File: src/rtl/s3dfd_pkg.sv
// Shared types, constants and the colour classifier of the stereo 3D frame detector.
package s3dfd_pkg;

   localparam int PALETTE_ENTRIES = 32;
   localparam int PAL_AW          = $clog2(PALETTE_ENTRIES);
   localparam int COLOR_W         = 6;
   localparam int SKIP_W          = 5;
   localparam int TURBO_PERIOD    = 18;
   localparam int BG_END          = 12;
   localparam int SPR_START       = 24;

   // Request payload layout, lowest bit first.
   localparam int REQ_IDX_LSB   = 0;
   localparam int REQ_VAL_LSB   = REQ_IDX_LSB + PAL_AW;
   localparam int REQ_SHUT_BIT  = REQ_VAL_LSB + COLOR_W;
   localparam int REQ_TURBO_BIT = REQ_SHUT_BIT + 1;
   localparam int REQ_SKIP_LSB  = REQ_TURBO_BIT + 1;
   localparam int REQ_USED_W    = REQ_SKIP_LSB + SKIP_W;
   localparam int REQ_W         = ((REQ_USED_W + 7) / 8) * 8;
   localparam int RSP_W         = 8;

   typedef enum logic [1:0] {
      TINT_NONE  = 2'd0,
      TINT_RED   = 2'd1,
      TINT_CYAN  = 2'd2,
      TINT_OTHER = 2'd3
   } tint_type;

   typedef enum logic [1:0] {
      MODE_NORMAL   = 2'd0,
      MODE_SHUTTER  = 2'd1,
      MODE_ANAGLYPH = 2'd2
   } mode_type;

   typedef enum logic {
      OP_PAL_WRITE = 1'b0,
      OP_FRAME     = 1'b1
   } op_type;

   typedef struct packed {
      logic accept;
      logic scan_start;
      logic scan_read;
      logic commit;
   } cmd_type;

   typedef struct packed {
      logic in_frame;
      logic need_scan;
      logic scan_last;
      logic rsp_free;
   } status_type;

   function automatic tint_type colour_class(input logic [COLOR_W-1:0] c);
      tint_type k;
      unique case (c)
         6'h00, 6'h0F:                      k = TINT_NONE;
         6'h05, 6'h15, 6'h06, 6'h16:        k = TINT_RED;
         6'h01, 6'h11, 6'h0A, 6'h1A,
         6'h0C, 6'h1C, 6'h2C:               k = TINT_CYAN;
         default:                           k = TINT_OTHER;
      endcase
      return k;
   endfunction

endpackage

File: src/rtl/stereo_3d_frame_detector_core.sv
// Top level of the stereo 3D frame detector: sequencer and datapath.
//
// Channel   Direction  Transfer moves
// req_*     in         one palette write (tuser 0) or one frame start (tuser 1)
// rsp_*     out        one detection result per frame start, none per palette write
//
// A palette write is stored as it is taken. A frame start moves through the
// transfer, setup and commit when the glasses pin decides the frame; when the
// palette test runs, the setup is followed by a walk of the 20 checked entries
// through the single read port of the palette memory, one entry per cycle, and
// by a step for the read latency before the commit.
// Reset clears the history and the palette valid bits at once, so unwritten entries
// read as black; there is no clearing pass. A result waits in its output register
// while the next item is taken; a frame finishing while that register is full
// holds until rsp_tready frees it.
module stereo_3d_frame_detector_core (
   input  logic                          clock,
   input  logic                          reset,
   input  logic                          req_tvalid,
   output logic                          req_tready,
   // req_tuser: op (0 palette write, 1 frame start)
   input  logic                          req_tuser,
   // req_tdata from bit 0: pal_index[4:0], pal_value[10:5], shutter[11], turbo[12],
   // skip_request[17:13], zeros up to bit 23
   input  logic [s3dfd_pkg::REQ_W-1:0]   req_tdata,
   output logic                          rsp_tvalid,
   input  logic                          rsp_tready,
   // rsp_tdata from bit 0: skip_frame[0], mode_3d[2:1], right_eye[3], skip_cleared[4],
   // zeros up to bit 7
   output logic [s3dfd_pkg::RSP_W-1:0]   rsp_tdata
);

   // Commands from the sequencer and status back from the datapath.
   s3dfd_pkg::cmd_type    cmd;
   s3dfd_pkg::status_type status;

   s3dfd_ctrl u_ctrl (
      .clock      (clock),
      .reset      (reset),
      .req_tvalid (req_tvalid),
      .req_tready (req_tready),
      .status_i   (status),
      .cmd_o      (cmd)
   );

   s3dfd_datapath u_datapath (
      .clock      (clock),
      .reset      (reset),
      .cmd_i      (cmd),
      .status_o   (status),
      .req_tuser  (req_tuser),
      .req_tdata  (req_tdata),
      .rsp_tvalid (rsp_tvalid),
      .rsp_tready (rsp_tready),
      .rsp_tdata  (rsp_tdata)
   );

endmodule

File: src/rtl/s3dfd_ctrl.sv
// Sequencer of the stereo 3D frame detector: accepts items, walks the palette, commits results.
module s3dfd_ctrl (
   input  logic                 clock,
   input  logic                 reset,
   input  logic                 req_tvalid,
   output logic                 req_tready,
   input  s3dfd_pkg::status_type status_i,
   output s3dfd_pkg::cmd_type    cmd_o
);

   typedef enum logic [4:0] {
      ST_IDLE   = 5'b00001,
      ST_CHECK  = 5'b00010,
      ST_SCAN   = 5'b00100,
      ST_TAIL   = 5'b01000,
      ST_FINISH = 5'b10000
   } state_type;

   state_type state_ff, state_in;
   logic      accept;

   assign req_tready = (state_ff == ST_IDLE);
   assign accept     = req_tvalid && req_tready;

   always_comb begin
      state_in         = state_ff;
      cmd_o            = '0;
      cmd_o.accept     = accept;
      unique case (state_ff)
         ST_IDLE: begin
            if (accept && status_i.in_frame) begin
               state_in = ST_CHECK;
            end
         end
         ST_CHECK: begin
            cmd_o.scan_start = 1'b1;
            state_in = status_i.need_scan ? ST_SCAN : ST_FINISH;
         end
         ST_SCAN: begin
            cmd_o.scan_read = 1'b1;
            if (status_i.scan_last) begin
               state_in = ST_TAIL;
            end
         end
         ST_TAIL: begin
            state_in = ST_FINISH;
         end
         ST_FINISH: begin
            if (status_i.rsp_free) begin
               cmd_o.commit = 1'b1;
               state_in     = ST_IDLE;
            end
         end
         default: begin
            state_in = ST_IDLE;
         end
      endcase
   end

   always_ff @(posedge clock) begin
      if (reset) begin
         state_ff <= ST_IDLE;
      end else begin
         state_ff <= state_in;
      end
   end

   a_frame_to_check: assert property (@(posedge clock) disable iff (reset)
      accept && status_i.in_frame |=> state_ff == ST_CHECK)
      else $error("frame transfer did not start the check step");

   a_finish_holds: assert property (@(posedge clock) disable iff (reset)
      state_ff == ST_FINISH && !status_i.rsp_free |=> state_ff == ST_FINISH)
      else $error("result left finish without a free output slot");

   a_tail_after_scan: assert property (@(posedge clock) disable iff (reset)
      state_ff == ST_TAIL |-> $past(state_ff) == ST_SCAN)
      else $error("tail step entered without a palette walk");

endmodule

File: src/rtl/s3dfd_datapath.sv
// Datapath of the stereo 3D frame detector: palette memory, history state and result register.
module s3dfd_datapath (
   input  logic                              clock,
   input  logic                              reset,
   input  s3dfd_pkg::cmd_type                cmd_i,
   output s3dfd_pkg::status_type             status_o,
   input  logic                              req_tuser,
   input  logic [s3dfd_pkg::REQ_W-1:0]       req_tdata,
   output logic                              rsp_tvalid,
   input  logic                              rsp_tready,
   output logic [s3dfd_pkg::RSP_W-1:0]       rsp_tdata
);

   localparam int AW = s3dfd_pkg::PAL_AW;
   localparam int CW = s3dfd_pkg::COLOR_W;
   localparam int SW = s3dfd_pkg::SKIP_W;

   // Palette storage; entries never written read as black through the valid bits.
   logic [CW-1:0]                         pal_mem [s3dfd_pkg::PALETTE_ENTRIES];
   logic [s3dfd_pkg::PALETTE_ENTRIES-1:0] pal_vld_ff;

   logic          wr_en;
   logic [AW-1:0] wr_idx;
   logic [CW-1:0] wr_val;

   // Captured frame fields.
   logic          shut_ff, turbo_ff;
   logic [SW-1:0] req_ff;

   // History state.
   logic                 shut_last_ff, shut_prev_ff, shut_active_ff, ana_active_ff, eye_ff;
   s3dfd_pkg::tint_type  tint_last_ff, tint_prev_ff;
   logic [SW-1:0]        cnt_ff;

   // Palette walk.
   logic [AW-1:0] addr_ff, addr_in;
   logic          rd_pend_ff, rd_ok_ff;
   logic [CW-1:0] rd_data_ff, rd_color;
   logic          red_ff, cyan_ff, other_ff;
   s3dfd_pkg::tint_type rd_class;

   // Result register.
   logic          rsp_valid_ff;
   logic          rsp_skip_ff, rsp_eye_ff, rsp_clr_ff;
   s3dfd_pkg::mode_type rsp_mode_ff;

   // Frame evaluation.
   logic                active_skip, cnt_wrap, shut_mode, need_scan;
   logic [SW-1:0]       period, cnt_in;
   logic                skip_in, clr_in, eye_in, ana_in;
   s3dfd_pkg::tint_type tint_in;
   s3dfd_pkg::mode_type mode_in;

   assign wr_en  = cmd_i.accept && (req_tuser == s3dfd_pkg::OP_PAL_WRITE);
   assign wr_idx = req_tdata[s3dfd_pkg::REQ_IDX_LSB +: AW];
   assign wr_val = req_tdata[s3dfd_pkg::REQ_VAL_LSB +: CW];

   assign shut_mode = (shut_ff != shut_last_ff) && (shut_ff == shut_prev_ff);
   assign need_scan = !shut_mode && !shut_active_ff;

   assign status_o.in_frame  = (req_tuser == s3dfd_pkg::OP_FRAME);
   assign status_o.need_scan = need_scan;
   assign status_o.scan_last = (addr_ff == AW'(s3dfd_pkg::PALETTE_ENTRIES - 1));
   assign status_o.rsp_free  = !rsp_valid_ff || rsp_tready;

   assign rd_color = rd_ok_ff ? rd_data_ff : '0;
   assign rd_class = s3dfd_pkg::colour_class(rd_color);

   always_comb begin
      if (addr_ff == AW'(s3dfd_pkg::BG_END - 1)) begin
         addr_in = AW'(s3dfd_pkg::SPR_START);
      end else begin
         addr_in = addr_ff + AW'(1);
      end
   end

   always_comb begin
      active_skip = turbo_ff || (req_ff != '0);
      period      = turbo_ff ? SW'(s3dfd_pkg::TURBO_PERIOD) : req_ff;
      cnt_wrap    = (cnt_ff >= period);
      skip_in     = active_skip && !cnt_wrap;
      cnt_in      = cnt_ff;
      if (active_skip) begin
         cnt_in = cnt_wrap ? '0 : cnt_ff + SW'(1);
      end
      clr_in  = 1'b0;
      eye_in  = eye_ff;
      ana_in  = ana_active_ff;
      tint_in = s3dfd_pkg::TINT_NONE;
      if (other_ff || (red_ff && cyan_ff) || (!red_ff && !cyan_ff)) begin
         tint_in = s3dfd_pkg::TINT_NONE;
      end else if (cyan_ff) begin
         tint_in = s3dfd_pkg::TINT_CYAN;
      end else begin
         tint_in = s3dfd_pkg::TINT_RED;
      end
      priority if (shut_mode) begin
         skip_in = 1'b0;
         eye_in  = !shut_ff;
      end else if (shut_active_ff) begin
         skip_in = 1'b0;
         cnt_in  = '0;
         clr_in  = 1'b1;
      end else begin
         if (tint_in != s3dfd_pkg::TINT_NONE) begin
            eye_in = cyan_ff;
         end
         ana_in = (tint_in != s3dfd_pkg::TINT_NONE) && (tint_in != tint_last_ff) &&
                  (tint_in == tint_prev_ff) && (tint_last_ff != s3dfd_pkg::TINT_NONE);
         if (ana_in) begin
            skip_in = 1'b0;
         end else if (ana_active_ff) begin
            skip_in = 1'b0;
            cnt_in  = '0;
            clr_in  = 1'b1;
         end
      end
      if (shut_mode) begin
         mode_in = s3dfd_pkg::MODE_SHUTTER;
      end else if (ana_in) begin
         mode_in = s3dfd_pkg::MODE_ANAGLYPH;
      end else begin
         mode_in = s3dfd_pkg::MODE_NORMAL;
      end
   end

   // Memory write and registered read.
   always_ff @(posedge clock) begin
      if (wr_en) begin
         pal_mem[wr_idx] <= wr_val;
      end
      if (cmd_i.scan_read) begin
         rd_data_ff <= pal_mem[addr_ff];
         rd_ok_ff   <= pal_vld_ff[addr_ff];
      end
   end

   // Payload registers without reset.
   always_ff @(posedge clock) begin
      if (cmd_i.accept && (req_tuser == s3dfd_pkg::OP_FRAME)) begin
         shut_ff  <= req_tdata[s3dfd_pkg::REQ_SHUT_BIT];
         turbo_ff <= req_tdata[s3dfd_pkg::REQ_TURBO_BIT];
         req_ff   <= req_tdata[s3dfd_pkg::REQ_SKIP_LSB +: SW];
      end
      if (cmd_i.scan_start) begin
         addr_ff  <= '0;
      end else if (cmd_i.scan_read) begin
         addr_ff  <= addr_in;
      end
      if (cmd_i.scan_start) begin
         red_ff   <= 1'b0;
         cyan_ff  <= 1'b0;
         other_ff <= 1'b0;
      end else if (rd_pend_ff) begin
         red_ff   <= red_ff   || (rd_class == s3dfd_pkg::TINT_RED);
         cyan_ff  <= cyan_ff  || (rd_class == s3dfd_pkg::TINT_CYAN);
         other_ff <= other_ff || (rd_class == s3dfd_pkg::TINT_OTHER);
      end
      if (cmd_i.commit) begin
         rsp_skip_ff <= skip_in;
         rsp_mode_ff <= mode_in;
         rsp_eye_ff  <= (mode_in != s3dfd_pkg::MODE_NORMAL) && eye_in;
         rsp_clr_ff  <= clr_in;
      end
   end

   // Control and history state.
   always_ff @(posedge clock) begin
      if (reset) begin
         pal_vld_ff     <= '0;
         rd_pend_ff     <= 1'b0;
         rsp_valid_ff   <= 1'b0;
         shut_last_ff   <= 1'b0;
         shut_prev_ff   <= 1'b0;
         shut_active_ff <= 1'b0;
         ana_active_ff  <= 1'b0;
         eye_ff         <= 1'b0;
         tint_last_ff   <= s3dfd_pkg::TINT_NONE;
         tint_prev_ff   <= s3dfd_pkg::TINT_NONE;
         cnt_ff         <= '0;
      end else begin
         if (wr_en) begin
            pal_vld_ff[wr_idx] <= 1'b1;
         end
         rd_pend_ff <= cmd_i.scan_read;
         if (cmd_i.commit) begin
            rsp_valid_ff <= 1'b1;
         end else if (rsp_tready) begin
            rsp_valid_ff <= 1'b0;
         end
         if (cmd_i.commit) begin
            shut_prev_ff   <= shut_last_ff;
            shut_last_ff   <= shut_ff;
            shut_active_ff <= shut_mode;
            eye_ff         <= eye_in;
            cnt_ff         <= cnt_in;
            if (need_scan) begin
               ana_active_ff <= ana_in;
               tint_prev_ff  <= tint_last_ff;
               tint_last_ff  <= tint_in;
            end
         end
      end
   end

   assign rsp_tvalid = rsp_valid_ff;
   assign rsp_tdata  = {3'b000, rsp_clr_ff, rsp_eye_ff, rsp_mode_ff, rsp_skip_ff};

   a_commit_slot_free: assert property (@(posedge clock) disable iff (reset)
      cmd_i.commit |-> (!rsp_valid_ff || rsp_tready))
      else $error("result committed over an untaken result");

   a_eye_needs_stereo: assert property (@(posedge clock) disable iff (reset)
      rsp_valid_ff && rsp_eye_ff |-> rsp_mode_ff != s3dfd_pkg::MODE_NORMAL)
      else $error("eye flag raised in normal mode");

   a_cleared_draws: assert property (@(posedge clock) disable iff (reset)
      rsp_valid_ff && rsp_clr_ff |-> !rsp_skip_ff)
      else $error("skip clear reported on a skipped frame");

endmodule
File: config.mk
export PLATFORM = sky130hd
export DESIGN_NAME = stereo_3d_frame_detector_core
export DESIGN_NICKNAME = d
export VERILOG_FILES = /design/src/rtl/s3dfd_pkg.sv /design/src/rtl/stereo_3d_frame_detector_core.sv /design/src/rtl/s3dfd_ctrl.sv /design/src/rtl/s3dfd_datapath.sv
export SDC_FILE = /design/constraint.sdc
export NUM_CORES = 1
export LEC_CHECK = 0
export ABC_CLOCK_PERIOD_IN_PS = 2700
export BUFFER_PORTS_ARGS = -buffer_cell sky130_fd_sc_hd__buf_4
export CAP_MARGIN = 20
export CORE_MARGIN = 5
export CORE_UTILIZATION = 35
export DETAILED_ROUTE_END_ITERATION = 7
export PLACE_DENSITY = 0.59
export SYNTH_ARGS = -nofsm -noshare
export SYNTH_HDL_FRONTEND = slang
export SYNTH_SLANG_ARGS = --single-unit
File: constraint.sdc
create_clock -name clock -period 2.7 [get_ports clock]
set_input_delay 0 -clock clock [delete_from_list [all_inputs] [get_ports clock]]
set_output_delay 0 -clock clock [all_outputs]
set_load 0.05 [all_outputs]
# [After elaboration in Yosys (flattened, before gate mapping)]
# Memories as Yosys holds them, arrays and structs flattened. A register that Yosys moved wholly into a read port is not among the register bits.
# Cells that the tools add are included.
[totals] ff_bits=74 latchBits=0 ramBits=192 rom_bits=128 out_inout_bits=10 n_memories=2
[classes] n_addsub=2 n_mul=0 div=0 n_lt_le_gt_ge=4 n_eq_ne=17 n_shift=0 n_mux=38 bitwise=2 n_reduce_logical=35
[mem_list] memory="u_datapath.pal_mem" depth=32 word_bits=6 rd=1 rd_ports_with_merged_regs=1 wr=1 line_no="s3dfd_datapath.sv:19" rtl="logic [CW-1:0] pal_mem [s3dfd_pkg::PALETTE_ENTRIES];"
[mem_list] memory="(no name shown)" depth=64 word_bits=2 rd=1 rd_ports_with_merged_regs=0 wr=0 line_no="s3dfd_pkg.sv:56" rtl="unique case (c)"
[ops] operator="2-to-1 mux 5 bit" n=12
[ops] operator="bitwise OR 32 bit" n=1
[ops] operator="case mux 5 bit (5 select lines)" n=1
[ops] operator="2-to-1 mux 1 bit" n=18
[ops] operator="logical AND 1 bit" n=13
[ops] operator="< comparator 5 x 6 -> 1 bit (second input constant)" n=2
[ops] operator="adder 5 x 1 -> 5 bit (second input constant)" n=2
[ops] operator="== test 5 x 4 -> 1 bit (second input constant)" n=2
[ops] operator="== test 5 bit (second input constant)" n=2
[ops] operator="2-to-1 mux 2 bit" n=4
[ops] operator="nonzero test 2 bit" n=4
[ops] operator="zero test 1 bit" n=7
[ops] operator="logical OR 1 bit" n=7
[ops] operator="2-to-1 mux 6 bit" n=1
[ops] operator="inequality test 2 bit (second input constant)" n=3
[ops] operator="binary-select mux 1 bit (select 5 bit)" n=1
[ops] operator="demux 1 bit (select 5 bit)" n=1
[ops] operator="== test 5 x 1 -> 1 bit (second input constant)" n=1
[ops] operator="== test 5 x 2 -> 1 bit (second input constant)" n=1
[ops] operator="== test 5 x 3 -> 1 bit (second input constant)" n=1
[ops] operator=">= comparator 5 x 1 -> 1 bit (second input constant)" n=1
[ops] operator=">= comparator 5 bit" n=1
[ops] operator="nonzero test 5 bit" n=1
[ops] operator="== test 2 bit (second input constant)" n=2
[ops] operator="other kinds (9)" n=9

# [Logic depth before layout (Yosys ltp)]
# Gate-level depths: netlist of run 1.
[depth] depth_word=14 mapped_depth=9 ltp_nobuf=8

# [By module]
# A second synthesis of run 1 with hierarchy kept.
[unflattened] cells_unflattened=794 area_unflattened_um2=11218.3
[by_module_without_submodules] module="s3dfd_datapath" instances=1 cells_per_inst=757 area_each_um2=10885.4
[by_module_without_submodules] module="s3dfd_ctrl" instances=1 cells_per_inst=37 area_each_um2=332.8

# [Worst setup path after synthesis of run 1]
# Ideal clock, no wire load.
[synth_timing] path_kind="register to register" startpoint="register u_datapath.rd_ok_ff" endpoint="register u_datapath.cyan_ff" setup_time_ns=0.117 arrival_ns=1.907 slack_ns=0.676 stages_incl_launch_ff=9 path_buffers=1 period_less_slack_ns=2.024 cell_sequence="edfxtp_1 > clkbuf_1 > nand2_1 > ha_1 > or3b_2 > a21oi_1 > o221ai_1 > and3_1 > a22o_1"
[synth_via] elab_chain_cells=4
[synth_rtl] item="from (decl)" line_no="s3dfd_datapath.sv:37" rtl="logic rd_pend_ff, rd_ok_ff;"
[synth_rtl] item="from (signal assigned)" line_no="s3dfd_datapath.sv:134" rtl="rd_ok_ff <= pal_vld_ff[addr_ff];"
[synth_rtl] item="2-to-1 mux 6 bit" line_no="s3dfd_datapath.sv:66" rtl="assign rd_color = rd_ok_ff ? rd_data_ff : '0;"
[synth_rtl] item="memory (64 x 2 bit)"
[synth_rtl] item="== test 2 bit" line_no="s3dfd_datapath.sv:156" rtl="cyan_ff <= cyan_ff || (rd_class == s3dfd_pkg::TINT_CYAN);"
[synth_rtl] item="logical OR 1 bit" line_no="s3dfd_datapath.sv:156"
[synth_rtl] item="to (signal assigned)" line_no="s3dfd_datapath.sv:156"
[synth_rtl] item="to (decl)" line_no="s3dfd_datapath.sv:39" rtl="logic red_ff, cyan_ff, other_ff;"
# Every way passes these cells.
# A chain may end at the register's enable or synchronous reset.

# [Worst setup path in the final report of run 1]
[layout_timing] startpoint="register u_ctrl.state_ff[4]" endpoint="memory u_datapath.pal_mem[7][1] (netlist bit), enable pin"
[layout_via] elab_chain_cells=5
[layout_rtl] item="from (decl)" line_no="s3dfd_ctrl.sv:19" rtl="state_type state_ff, state_in;"
[layout_rtl] item="from (signal assigned)" line_no="s3dfd_ctrl.sv:64" rtl="state_ff <= state_in;"
[layout_rtl] item="== test 5 x 1 -> 1 bit" line_no="s3dfd_ctrl.sv:22" rtl="assign req_tready = (state_ff == ST_IDLE);"
[layout_rtl] item="logical AND 1 bit" line_no="s3dfd_ctrl.sv:23" rtl="assign accept = req_tvalid && req_tready;"
[layout_rtl] item="logical AND 1 bit" line_no="s3dfd_datapath.sv:54" rtl="assign wr_en = cmd_i.accept && (req_tuser == s3dfd_pkg::OP_PAL_WRITE);"
[layout_rtl] item="2-to-1 mux 1 bit" line_no="s3dfd_datapath.sv:129" rtl="if (wr_en) begin"
[layout_rtl] item="2-to-1 mux 1 bit (implied by the code)" line_no="s3dfd_datapath.sv:130" rtl="pal_mem[wr_idx] <= wr_val;"
[layout_rtl] item="to (decl)" line_no="s3dfd_datapath.sv:19"
# Every way passes these cells.

==> results.ini, run 1 <==
[run_status]
status=completed

[pwr]
irDropWorstVdd_mv=0.522
comb_power_share=0.094
powerDensity_nw_per_um2=705
leakage_uw=0.00435
pwr-share-clk=0.410
p_seq_frac=0.497
switching_share=0.228
p_int_uw=7200
p_sw_uw=2120

[logic_synthesis]
synth_top_cell_by_area=edfxtp_1
synthDistinctLibCells=65
synth_edf_count=211
syn_avg_cell_area_um2=16.4
ys_ff_latch=272
synth_top_area_frac=0.559
synth_area_um2=11300
synth_cells=690
async_reset_ff_frac=0
synth_flop_cell=edfxtp_1
yosys_warnings=0
ys_seq_area_frac=0.667
synth_area_leaders=edfxtp_1 (56%), dfxtp_1 (11%), mux4_2 (9.3%)

[critical_path]
timing.rr.start=u_ctrl.state_ff[4]$_SDFFE_PP0P_
cp.arrival_ps=2620
endpoint_kind=flop
crit_type=flop to flop
cp_max_fo=5
crit_start=u_ctrl.state_ff[4]$_SDFFE_PP0P_
slowest_delay_ps=550
slowest_stage=or3_1
crit_chain=nor4_4 > nand4b_1 > or3_1 > nor2_1 > buf_4
reg2reg_depth=5
worstPathRequired_ps=2960
rr_endpoint=u_datapath.pal_mem[7][1]$_DFFE_PP_
worst_path_dominant_cell_family=simple AND/OR/NAND/NOR gates
rrSetupSlack_ps=350
path_buf_inv=1
startpoint_type=flop

[global_routing]
overflow=0
antenna_found_initial=0
grt_pass1_vias=6319
grt_max_degree=48
grt_usage=0.127
grt_pass1_wl_um=36400

[sta]
setup_viol=0
period_share=0.872
fin_crit_ps=2350
relSlewSlack=0.525
finalClockSkew_ps=11.7
tightestPinTransition_ps=711
slew_violations=0
fmax_mhz=425
rsz0062_at_grt=false
hold_viol_final=0
setup_tns_ps=0

[route]
dr_wl_met3_um=902
drt_pass1_iterations=5
final_antenna_net_count=0
highest_layer=met4
dr.first_iter.drc_count=396
routed-wl-met2_um=11000
wire_per_inst_um=19.0
drt_wl_total_um=22700
drt-met1-wl_um=10500
num_vias=6073
drc=0
via_per_inst=5.09

[die]
die_h_um=190
fp.dieArea_um2=36100
io_pins=39
start_util=0.357
die_x_um=190
core_area_um2=31700
row_count=65

[clocking]
clock-root-buffer=clkbuf_16
cts_setup_buffers=0
htreeDepth=1
ctsResizeCount=0
clock-sinks=272
tritoncts=yes
postCtsHoldBufs=18
clk-insertion-delay-late_ps=550
clk_pin_slew_worst_paths_ps=60
cts_made_buffers=29
clk_path_buf_depth=3

[placement]
place_congestion=0.758
placedCellCount=1120
dpl.hpwl_um=14800
port_buffers=29

[hold_path]
holdPathEnd=u_datapath.pal_mem[2][4]$_DFFE_PP_
min-delay-start=req_tdata[4]
hold_path.class=primary input to flop
whs_path_depth=3

[finish]
syn_to_final_growth_pct=16.6
finalNetCount=808
drive_gt1_frac=0.233
diodes=0
final_cell_count_no_fill=1192

[flow_run]
drv_cap=0

[through the flow]
step           instance area, um^2  utilization  setup WS [ps]  total power, uW  hold WS, ps
6_report                     13200        0.416            346             9320         33.9
3_5_place_dp                 12100        0.381            371             5580          181
5_1_grt                      13200        0.416            186             9700         13.3
4_1_cts                      13200        0.416            350             9450       0.0537
3_3_place_gp                 12100        0.381            357             5570          180
2_1_floorplan                11300            -            676             5350         98.9
[Yosys cell counts (all sizes together) (11+ instances only)]
| master | number |
|---|---|
| nor3 | 12 |
| o21a | 38 |
| ha | 12 |
| mux2i | 17 |
| inv | 13 |
| nand2 | 25 |
| a21oi | 20 |
| dfxtp | 61 |
| edfxtp | 211 |
| buf | 29 |
| mux4 | 63 |
| nor2 | 61 |
| clkbuf | 11 |
[state kept, by name (all words and copies together) (netlist names), 2 cells and up]
| register | count |
|---|---|
| u_datapath.rsp_mode_ff | 2 |
| u_datapath.pal_vld_ff | 32 |
| u_datapath.rd_data_ff | 6 |
| u_datapath.addr_ff | 5 |
| u_ctrl.state_ff | 5 |
| u_datapath.req_ff | 5 |
| u_datapath.cnt_ff | 5 |
| u_datapath.tint_prev_ff | 2 |
| u_datapath.pal_mem | 192 |
| u_datapath.tint_last_ff | 2 |
[cell type report]
class	count	area (um^2)
fillers	2878	18500
flip-flops and latches	272	7560
multi-input cells	367	3450
clock buffers	36	762
repair buffers	84	713
well taps	402	503
clock inverters	18	168
inverters	13	48.8
[how the worst max path moves through the flow]
stage | endpoint | cells after the start
4_1_cts | u_datapath.pal_mem[3][1]$_DFFE_PP_ | 4
2_1_floorplan | u_datapath.cyan_ff$_SDFFE_PP0P_ | 8
3_3_place_gp | u_datapath.pal_mem[2][5]$_DFFE_PP_ | 4
3_5_place_dp | u_datapath.pal_mem[1][5]$_DFFE_PP_ | 4
5_1_grt | u_datapath.rsp_skip_ff$_SDFFCE_PP0P_ | 7
6_report | u_datapath.pal_mem[7][1]$_DFFE_PP_ | 5
[logic make-up (layout without fill, tap and decap cells)]
kind of cell             after synthesis  after routing  synth area share
other                                  1              3          0.000331
buffers and inverters                 53            151            0.0286
AO/OA/AOI/OAI                        105            105            0.0643
AND/OR/NAND/NOR                      164            164            0.0780
adder cells (fa/ha/maj)               12             12            0.0133
multiplexers                          81             81             0.147
XOR/XNOR                               2              2           0.00155
flip-flops                           272            272             0.667
[worst min-delay path, stage by stage]
cell and delay [ps]:
buf_4 130, or4_4 170, nor2_2 100
[power groups by stage]
stage                     Clock, uW  Sequential (uW)  Combinational, uW
after floorplan                   0             4690                666
after CTS                      3940             4630                889
after detailed placement          0             4720                864
after global placement            0             4720                857
after global routing           4110             4630                959
final                          3820             4630                873
[layout by cell type (no fill, tap or decap), drive strengths merged, types with 4 or more instances in the layout]
master and n:
nand2 25, inv 15, mux2i 17, buf 66
dlygate4sd3 18, clkinv 10, a21oi 20, clkinvlp 4
edfxtp 211, ha 12, nor3b 4, and3 10
nor3 12, o21a 38, or2 6, a211oi 5
nand2b 8, o21ai 10, nor2b 5, nand4 5
and2 5, nand3 8, o22ai 4, nor2 61
clkbuf 36, a22oi 7, dfxtp 61, mux4 63
[layer usage]
metal  vias to the layer above  track usage
met3                        31       0.0183
met5                         -            0
li1                       2879            -
met1                      3046        0.177
met2                       117        0.214
met4                         0       0.0223
Power figures use the tool's default switching activity.
==> run 2, diff against run 1 <==
--- a/config.mk
+++ b/config.mk
@@ -6,12 +6,12 @@
 export NUM_CORES = 1
 export LEC_CHECK = 0
 export ABC_CLOCK_PERIOD_IN_PS = 2700
-export BUFFER_PORTS_ARGS = -buffer_cell sky130_fd_sc_hd__buf_4
 export CAP_MARGIN = 20
 export CORE_MARGIN = 5
 export CORE_UTILIZATION = 35
 export DETAILED_ROUTE_END_ITERATION = 7
-export PLACE_DENSITY = 0.59
+export DONT_BUFFER_PORTS = 1
+export PLACE_DENSITY = 0.58
 export SYNTH_ARGS = -nofsm -noshare
 export SYNTH_HDL_FRONTEND = slang
 export SYNTH_SLANG_ARGS = --single-unit
==> run 2 against run 1 <==
Final cell count decreased by 1.4%; clock skew is 31 ps higher; non-clock buffer count is 19 lower; power is 3.3% higher; cell area grew 0.40%; critical path depth down 1; utilization up 0.17 points; first-iteration DRC count grew 3.8%.
==> results.ini, run 2 (synthesis results as in run 1) <==
[finish]
finalNetCount=790
final_common_cell=edfxtp_1
drive_gt1_frac=0.211
reg_top3=u_datapath.pal_mem x192, u_datapath.pal_vld_ff x32, u_datapath.rd_data_ff x6
syn_to_final_growth_pct=17.1
fin_util=0.418
diodes=0
top_register=u_datapath.pal_mem
largest_reg_flops=192
layout_common_cells=edfxtp_1 (211), dfxtp_1 (59), nor2_1 (53)

[critical_path]
slowest_delay_ps=530
startpoint_type=flop
cp_max_fo=9
rrSetupSlack_ps=340
cp.arrival_ps=2550
crit_type=flop to flop
reg2reg_depth=4
cp.depth=4
path_buf_inv=0
slowest_stage=or4_4
crit_chain=nor4_4 > nand4b_1 > or4_4 > nor2_2
timing.rr.start=u_ctrl.state_ff[1]$_SDFFE_PP0P_
endpoint_kind=flop
rr_endpoint=u_datapath.pal_mem[2][1]$_DFFE_PP_
worst_path_dominant_cell_family=simple AND/OR/NAND/NOR gates
worstPathRequired_ps=2880

[clocking]
clk-insertion-delay-late_ps=580
cts_setup_buffers=0
clock-root-buffer=clkbuf_16
clk_path_buf_depth=3
tritoncts=yes
htreeDepth=1
cts_made_buffers=30
ctsResizeCount=0
clk_pin_slew_worst_paths_ps=60
postCtsHoldBufs=25
clock-sinks=272

[pwr]
pwr-share-clk=0.429
p_int_uw=7490
switching_share=0.222
powerDensity_nw_per_um2=725
p_seq_frac=0.483
irDropWorstVdd_mv=0.498
total_power_uw=9620
comb_power_share=0.088
leakage_uw=0.00434
p_sw_uw=2130

[route]
final_antenna_net_count=0
dr.first_iter.drc_count=411
num_vias=6065
drt_wl_total_um=23400
via_per_inst=5.16
drt_pass1_iterations=5
wire_per_inst_um=19.9
drc=0

[sta]
finalClockSkew_ps=43.1
period_share=0.876
fin_crit_ps=2360
tightestPinTransition_ps=763
fmax_mhz=423
rsz0062_at_grt=false
slew_violations=0
hold_viol_final=0
setup_viol=0
holdWs_ps=39.2
setup_tns_ps=0
relSlewSlack=0.489

[placement]
place_congestion=0.794
dpl.hpwl_um=14800
port_buffers=0

[die]
die_x_um=190
start_util=0.357
fp.dieArea_um2=36100
io_pins=39
row_count=65
die_h_um=190
core_area_um2=31700

[global_routing]
grt_pass1_wl_um=36100
grt_usage=0.130
grt_pass1_vias=6132
antenna_found_initial=0
overflow=0
grt_max_degree=33

[run_status]
status=completed

[hold_path]
min-delay-start=req_tuser
holdPathEnd=u_datapath.pal_mem[24][3]$_DFFE_PP_
hold_path.class=primary input to flop
whs_path_depth=5

[flow_run]
drv_cap=0

## run 2: changes by cell type in the layout (fill, tap and decap cells not counted), moves of 2 or more
cell,before,now
clkbuf_8,1,6
buf_4,63,34
buf_12,3,10
clkinvlp_4,4,0
clkinv_2,7,5
dlygate4sd3_1,18,20
clkbuf_1,6,10
clkinv_1,2,0
## run 2: power groups by stage
stage	Sequential (uW)	Clock, uW	Combinational (uW)
2_1_floorplan	4690	0	666
3_3_place_gp	4740	0	758
3_5_place_dp	4740	0	761
4_1_cts	4650	4230	862
5_1_grt	4660	4420	923
6_report	4650	4120	846
## run 2: worst register-to-register path, stage by stage (launching register included)
cell,delay (ps)
dfxtp_1,420
nor4_4,400
nand4b_1,290
or4_4,530
nor2_2,370
## run 2: worst max path at each step
| stage | startpoint | end | slack, ps |
|---|---|---|---|
| 5_1_grt | u_ctrl.state_ff[1]$_SDFFE_PP0P_ | u_datapath.pal_mem[2][2]$_DFFE_PP_ | 190 |
| 3_5_place_dp | u_ctrl.state_ff[1]$_SDFFE_PP0P_ | u_datapath.pal_mem[8][4]$_DFFE_PP_ | 330 |
| 4_1_cts | u_ctrl.state_ff[1]$_SDFFE_PP0P_ | u_datapath.pal_mem[2][0]$_DFFE_PP_ | 320 |
| 2_1_floorplan | u_datapath.rd_ok_ff$_DFFE_PP_ | u_datapath.cyan_ff$_SDFFE_PP0P_ | 680 |
| 3_3_place_gp | u_ctrl.state_ff[1]$_SDFFE_PP0P_ | u_datapath.pal_mem[1][4]$_DFFE_PP_ | 350 |
| 6_report | u_ctrl.state_ff[1]$_SDFFE_PP0P_ | u_datapath.pal_mem[2][1]$_DFFE_PP_ | 340 |
## run 2: through the flow
| step | std cells | setup slack, ps | cell area, um^2 |
|---|---|---|---|
| CTS | 1174 | 323 | 13200 |
| global placement | 1093 | 346 | 11900 |
| floorplan | 692 | 676 | 11300 |
| finish | 1175 | 335 | 13300 |
| global route | 1175 | 195 | 13300 |
| detailed placement | 1093 | 329 | 11900 |
## run 2: final cells by class
class	instances	area, um^2
Multi-Input combinational cell	367	3450
Fill cell	2854	18500
Tap cell	402	503
Clock buffer	46	871
Sequential cell	272	7560
Clock inverter	10	154
Inverter	13	48.8
Timing Repair Buffer	65	671
## run 2: per-layer routing
metal	wire length (um)	vias up	GRT usage	part of all wire
li1	-	2841	-	-
met4	630	0	0.0364	0.027
met2	11100	139	0.208	0.48
met5	0	-	0	0
met1	10600	3046	0.183	0.45
met3	1020	39	0.0222	0.044
